[config.mk]
export PLATFORM = sky130hd
export DESIGN_NAME = gem_inv
export DESIGN_NICKNAME = d
export VERILOG_FILES = /design/src/hw/rtl/gem_pkg.sv /design/src/hw/rtl/gem_inv.sv
export SDC_FILE = /design/constraint.sdc
export NUM_CORES = 1
export LEC_CHECK = 0
export ABC_AREA = 1
export BUFFER_PORTS_ARGS = -buffer_cell sky130_fd_sc_hd__buf_2
export CELL_PAD_IN_SITES_DETAIL_PLACEMENT = 1
export CELL_PAD_IN_SITES_GLOBAL_PLACEMENT = 1
export CORE_ASPECT_RATIO = 1.1
export CORE_MARGIN = 2
export CORE_UTILIZATION = 53
export DETAILED_ROUTE_END_ITERATION = 8
export GPL_ROUTABILITY_DRIVEN = 0
export PLACE_DENSITY_LB_ADDON = 0.1
export SETUP_SLACK_MARGIN = 0.2
export SLEW_MARGIN = 15
export SYNTH_ARGS = -nofsm -noshare
export SYNTH_HDL_FRONTEND = slang
export SYNTH_SLANG_ARGS = --single-unit
export TNS_END_PERCENT = 5
[constraint.sdc]
create_clock -name i_clk -period 30.5 [get_ports i_clk]
set_input_delay 1.525 -clock i_clk [delete_from_list [all_inputs] [get_ports i_clk]]
set_output_delay 1.525 -clock i_clk [all_outputs]
set_load 0.01 [all_outputs]
[src/hw/rtl/gem_pkg.sv]
// gem_pkg: shared types and constants for the GF(4093) elimination unit.
// No dependencies.
package gem_pkg;
    localparam int unsigned PRIME_Q = 4093;
    localparam logic [11:0] PRIME_V = 12'd4093;
    localparam logic [11:0] INV_EXP = 12'd4091;

    typedef enum logic [1:0] {
        CMD_WRITE = 2'd0,
        CMD_READ  = 2'd1,
        CMD_RUN   = 2'd2,
        CMD_NONE  = 2'd3
    } t_cmd;

    typedef enum logic [2:0] {
        REG_ROWS   = 3'd0,
        REG_COLS   = 3'd1,
        REG_PIVOTS = 3'd2,
        REG_SWAP   = 3'd3,
        REG_BACK   = 3'd4
    } t_reg;

    // a*b mod q for a,b < q; 24-bit product reduced by 2^12 = 3 (mod q)
    function automatic logic [11:0] gf_mul(input logic [11:0] a, input logic [11:0] b);
        logic [23:0] p;
        logic [14:0] s1;
        logic [12:0] s2;
        logic [12:0] s3;
        p  = a * b;
        s1 = {3'd0, p[11:0]} + 15'(p[23:12]) * 15'd3;
        s2 = 13'(s1[11:0]) + 13'(s1[14:12]) * 13'd3;
        s3 = (s2 >= 13'(PRIME_Q)) ? s2 - 13'(PRIME_Q) : s2;
        gf_mul = (s3[11:0] >= PRIME_V) ? s3[11:0] - PRIME_V : s3[11:0];
    endfunction

    function automatic logic [11:0] gf_add(input logic [11:0] a, input logic [11:0] b);
        logic [12:0] s;
        s = {1'b0, a} + {1'b0, b};
        gf_add = (s >= 13'(PRIME_Q)) ? 12'(s - 13'(PRIME_Q)) : s[11:0];
    endfunction

    function automatic logic [11:0] gf_sub(input logic [11:0] a, input logic [11:0] b);
        gf_sub = (a >= b) ? a - b : 12'(13'(a) + 13'(PRIME_Q) - 13'(b));
    endfunction
endpackage

[src/hw/rtl/gem_inv.sv]
// gem_inv: iterative field inverse by square-and-multiply, one step a cycle.
// Depends on gem_pkg.
module gem_inv
    import gem_pkg::*;
(
    input  logic        i_clk,
    input  logic        i_rst_n,
    input  logic        i_start,
    input  logic [11:0] i_x,
    output logic        o_done,
    output logic [11:0] o_inv
);
    logic [11:0] r_acc, r_base, r_exp;
    logic        r_busy, r_done;

    always_ff @(posedge i_clk) begin
        if (!i_rst_n) begin
            r_busy <= 1'b0;
            r_done <= 1'b0;
        end else begin
            r_done <= 1'b0;
            if (i_start) begin
                r_busy <= 1'b1;
                r_acc  <= 12'd1;
                r_base <= i_x;
                r_exp  <= INV_EXP;
            end else if (r_busy) begin
                if (r_exp[0]) r_acc <= gf_mul(r_acc, r_base);
                r_base <= gf_mul(r_base, r_base);
                r_exp  <= r_exp >> 1;
                if (r_exp == 12'd1) begin
                    r_busy <= 1'b0;
                    r_done <= 1'b1;
                end
            end
        end
    end

    // o_done is registered together with the last step's result in r_acc
    assign o_done = r_done;
    assign o_inv  = r_acc;
endmodule

Word-level counts from Yosys, hierarchy flattened:

Cells that the tools add are included.

* bits in latches: 0
* memories kept: 0
* bits in read-only memories: 0
* flip-flop bits (word level): 38
* bits in writable memories: 0

* $mul: 6
* equal/unequal tests: 1
* bitwise gates (word level): 2
* multiplexer cells: 13
* shift operators: 0
* divide/modulo/power cells: 0
* magnitude comparators: 4
* reductions and logical operators: 5
* $add $sub $neg: 8

Operator list (number)
* 12-bit two-way mux: 9
* 12-bit by 12-bit multiplier with 24-bit output: 2
* 12-bit subtractor (second input constant): 4
* 12-bit by 14-bit adder with 15-bit output: 2
* 12-bit by 2-bit multiplier with 14-bit output (second input constant): 2
* 12-bit by 5-bit adder with 13-bit output: 2
* 13-bit by 12-bit greater-or-equal comparator with 1-bit output (second input constant): 2
* 12-bit greater-or-equal comparator (second input constant): 2
* 12-bit by 1-bit equality test with 1-bit output (second input constant): 1
* 3-bit by 2-bit multiplier with 5-bit output (second input constant): 2
* 1-bit two-way mux: 4
* 2-bit nonzero test: 2
* 3-bit AND reduction: 1
* 3-bit OR reduction: 1
* 1-bit NOT: 2
* 2-bit AND reduction: 1

Longest topological paths before layout:

* depth in word-level cells: 11
* mapped depth: 67

Least setup slack after synthesis:

OpenSTA, ideal clock, no wires.

* kind: reg2reg
* start: register r_base[9]
* end: register r_acc[11] (netlist: o_inv[11]), data pin
* slack: 19.948 ns
* period minus slack after synthesis: 10.552 ns
* setup time: 0.254 ns
* cell stages (with the launch flop): 62
* required time: 30.246 ns
* data arrival time: 10.298 ns
* cell sequence: edfxtp_1 -> clkbuf_1 -> clkbuf_1 -> nand2_1 -> fa_1 -> fa_1 -> inv_1 -> fa_1 -> fa_1 -> inv_1 -> fa_1 -> inv_1 -> ha_1 -> nand2_1 -> nor2_1 -> nand2_1 -> o211ai_1 -> a31o_2 -> (+26 left out) -> nand4_1 -> nor2_1 -> nand2_1 -> nand2_1 -> nand2_2 -> nand2_4 -> nand2_1 -> nand2_1 -> inv_1 -> ha_1 -> inv_1 -> nor2_1 -> nor2_1 -> nand3_2 -> nor2_4 -> nand4_1 -> nand2_2 -> nor2_2

* cells in the longest elaborated chain, start to end: 11
* elaborated cells on any way between the ends: 13

RTL lines
* from (decl): RTL line gem_inv.sv:13 `logic [11:0] r_acc, r_base, r_exp;`
* from (signal assigned): RTL line gem_inv.sv:25 `r_base <= i_x;`
* from (signal assigned): RTL line gem_inv.sv:29 `r_base <= gf_mul(r_base, r_base);`
* 12-bit by 12-bit multiplier with 24-bit output *: RTL line gem_pkg.sv:29 `p = a * b;`
* 12-bit by 2-bit multiplier with 14-bit output: RTL line gem_pkg.sv:30 `s1 = {3'd0, p[11:0]} + 15'(p[23:12]) * 15'd3;`
* 12-bit by 14-bit adder with 15-bit output *: RTL line gem_pkg.sv:30
* 3-bit by 2-bit multiplier with 5-bit output: RTL line gem_pkg.sv:31 `s2 = 13'(s1[11:0]) + 13'(s1[14:12]) * 13'd3;`
* 12-bit by 5-bit adder with 13-bit output *: RTL line gem_pkg.sv:31
* 12-bit subtractor / 13-bit by 12-bit greater-or-equal comparator with 1-bit output (equally long branches): RTL line gem_pkg.sv:32 `s3 = (s2 >= 13'(PRIME_Q)) ? s2 - 13'(PRIME_Q) : s2;`
* 12-bit two-way mux *: RTL line gem_pkg.sv:32
* 12-bit subtractor / 12-bit greater-or-equal comparator (equally long branches): RTL line gem_pkg.sv:33 `gf_mul = (s3[11:0] >= PRIME_V) ? s3[11:0] - PRIME_V : s3[11:0];`
* 12-bit two-way mux *: RTL line gem_pkg.sv:33
* 12-bit two-way mux *: RTL line gem_inv.sv:28 `if (r_exp[0]) r_acc <= gf_mul(r_acc, r_base);`
* 12-bit two-way mux *: RTL line gem_inv.sv:27 `end else if (r_busy) begin`
* to (signal assigned): RTL line gem_inv.sv:28
* to (decl): RTL line gem_inv.sv:13

Mark *: on every way between the ends. The rest lies on a longest branch, timed or not. The select of a mux whose other input is x is not followed.
A chain may end at the register's enable or synchronous reset.

Final worst setup path:

* start: register r_base[6]
* end: register r_base[3], data pin

* cells in the longest elaborated chain, start to end: 11
* elaborated cells on any way between the ends: 13

RTL lines
* 12-bit by 12-bit multiplier with 24-bit output *: RTL line gem_pkg.sv:29
* 12-bit by 2-bit multiplier with 14-bit output: RTL line gem_pkg.sv:30
* 12-bit by 14-bit adder with 15-bit output *: RTL line gem_pkg.sv:30
* 3-bit by 2-bit multiplier with 5-bit output: RTL line gem_pkg.sv:31
* 12-bit by 5-bit adder with 13-bit output *: RTL line gem_pkg.sv:31
* 12-bit subtractor / 13-bit by 12-bit greater-or-equal comparator with 1-bit output (equally long branches): RTL line gem_pkg.sv:32
* 12-bit two-way mux *: RTL line gem_pkg.sv:32
* 12-bit subtractor / 12-bit greater-or-equal comparator (equally long branches): RTL line gem_pkg.sv:33
* 12-bit two-way mux *: RTL line gem_pkg.sv:33
* 12-bit two-way mux *: RTL line gem_inv.sv:27
* 12-bit two-way mux *: RTL line gem_inv.sv:22 `if (i_start) begin`

Marks and branches as above.

==> impl_metrics.json <==
{
  "wl_met1_um": 14070,
  "multi_input_area_mm2": 0.01024,
  "drive_gt1_frac": 0.06482,
  "worst_pin_slew_ns": 1.013,
  "diodes": 0,
  "drt_pass1_iterations": 5,
  "drt_wl_total_um": 36940,
  "clock_latency_ns": 0.30,
  "status": "completed",
  "cts_resized": 0,
  "syn_nets": 2187,
  "worstPathRequired_ns": 30.66,
  "portBuffers": 27,
  "cts_made_buffers": 5,
  "hold_viol": 0,
  "synth_cells": 1801,
  "fill_cells": 3252,
  "antenna_found_initial": 0,
  "synth_cell_types": 39,
  "maxSlewViolCount": 0,
  "drt.antenna.violating_nets": 0,
  "arrival_ns": 12.51,
  "cap_violations": 0,
  "rsz0062_at_grt": "false",
  "syn_area_mm2": 0.01341,
  "final_common_cell": "inv_1",
  "cts_max_level": 2,
  "fp.dieArea_mm2": 0.02659,
  "setup_violations": 0,
  "fin_crit_sh": 0.4048,
  "crit-reg2reg-launch": "r_base[6]$_DFFE_PP_",
  "routed.top_layer": "met4",
  "holdBufCountCts": 0,
  "drt_iter0_drc": 477,
  "grt_use_total": 0.2907,
  "min_path_type": "flip-flop to flip-flop",
  "die_w_um": 155.7,
  "wl_met3_um": 990,
  "yosysWarnings": 0,
  "grt_pass1_wl_um": 61090,
  "die_h_um": 170.8,
  "min_period_ns": 12.35,
  "syn_avg_cell_area_um2": 7.445,
  "critPathKind": "flip-flop to flip-flop",
  "regArea_mm2": 0.001121,
  "root_buffer": "clkbuf_16",
  "holdCritStartpoint": "r_busy$_SDFF_PN0_",
  "ys_seq_elements": 38,
  "synth_area_leaders": "fa_1, ha_1, inv_1",
  "cts_setup_buffers": 0,
  "max_slew_margin": 0.3249,
  "end_kind": "flip-flop",
  "synth_top_area_share": 0.3061,
  "grt_max_degree": 27,
  "grt-ovfl-total": 0,
  "fin_worst_skew_ns": 0.01391,
  "ios": 28,
  "yosys.area.top_type": "fa_1",
  "dp_hpwl_um": 31160,
  "crit_top_cell": "nand2_1",
  "wl_met2_um": 19980,
  "synth_seq_area_share": 0.08361,
  "syn_to_final_growth_pct": 4.759,
  "core_mm2": 0.02511,
  "route.detailed.drc": 0,
  "cts.reportedPaths.clkPinSlew_ns": 0.07,
  "clock-sinks": 38,
  "fp-row-count": 61,
  "routed_via_density": 5.311,
  "via_count": 11259,
  "final_net_count": 2190,
  "critPathMaxStageDelay_ns": 1.02,
  "fmax_ghz": 0.08099,
  "crit_start": "r_base[6]$_DFFE_PP_",
  "cpMaxStageDelayCell": "edfxtp_1",
  "cts_tree": "yes",
  "wl_per_cell_um": 17.43,
  "start_kind": "flip-flop",
  "grt_pass1_vias": 12645,
  "start_util": 0.5340,
  "layout_common_cells": "inv_1, nand2_1, fa_1, ha_1, nand3_1",
  "worst-path-max-fanout": 24,
  "clockBufferDepth": 2,
  "fin_tns_setup_ns": 0
}
==> synthesized netlist by cell type, drive strengths merged <==
library cell / count
inv: 499
nand2: 471
fa: 205
ha: 166
nand3: 88
nor2: 88
a21oi: 63
clkbuf: 41
edfxtp: 36
xnor2: 27
xor2: 24
o21ai: 22
nand4: 19
or2: 16
o21bai: 7
a21boi: 4
nand3b: 4
nor4: 4
buf: 3
a211oi: 2
a21o: 2
a31oi: 2
dfxtp: 2
nor3: 2
o211ai: 2
a31o: 1
and2: 1
==> routing by layer <==
layer | GRT usage | vias up
li1 | - | 5338
met1 | 0.3220 | 5609
met2 | 0.5616 | 225
met3 | 0.02178 | 87
met4 | 0.1368 | 0
met5 | 0 | -
==> layout make-up <==
type                    instances  area share
multi-input cells            1220      0.7288
inverters                     499      0.1334
flip-flops and latches         38     0.07981
well taps                     315     0.02806
repair buffers                 40     0.01657
clock buffers                   5    0.008908
clock inverters                 3    0.004543
==> cell families after synthesis <==
family / synth area share
AOI/OAI and AO/OA: 0.04395
xor gates and xnor gates: 0.03331
adders and majority gates: 0.4610
buffers and inverters: 0.1532
DFF: 0.08361
and+or+nand+nor: 0.2249
==> worst paths after layout <==
path | to | slack [ns] | cells past startpoint
worst max-delay path | r_base[3]$_DFFE_PP_ | 18.15 | 59
worst min-delay path | r_busy$_SDFF_PN0_ | 0.50 | 2
worst max register to register | r_base[3]$_DFFE_PP_ | 18.15 | 59
worst min register to register | r_busy$_SDFF_PN0_ | 0.50 | 2
==> flip-flops by register name, indices dropped and copies added (netlist names) <==
| signal | count |
|---|---|
| r_base | 12 |
| o_done | 1 |
| r_busy | 1 |
| r_exp | 12 |
| o_inv | 12 |
==> through the flow <==
stage	instances	instance area [um2]	setup WS [ns]	utilization	hold WS, ns
6_report	2120	14050	18.15	0.5594	0.4975
5_1_grt	2120	14050	17.18	0.5594	0.5198
4_1_cts	2120	14050	18.08	0.5594	0.4960
3_5_place_dp	2112	13860	18.12	0.5518	0.4957
3_3_place_gp	2112	13850	18.64	0.5517	0.4707
2_1_floorplan	1801	13410	19.95	-	0.4539
==> critical path: cells and delay by family, from the launching register on <==
family                     cells  cell delay [ns]
adders and majority gates     12             5.03
and+or+nand+nor               24             2.95
buffers and inverters         10             0.69
xor gates and xnor gates       3             0.78
AOI/OAI and AO/OA             10             1.67
DFF                            1             1.02
Power is not shown: default switching activity piles up to over one toggle a cycle in this logic, so the estimate is an artifact.
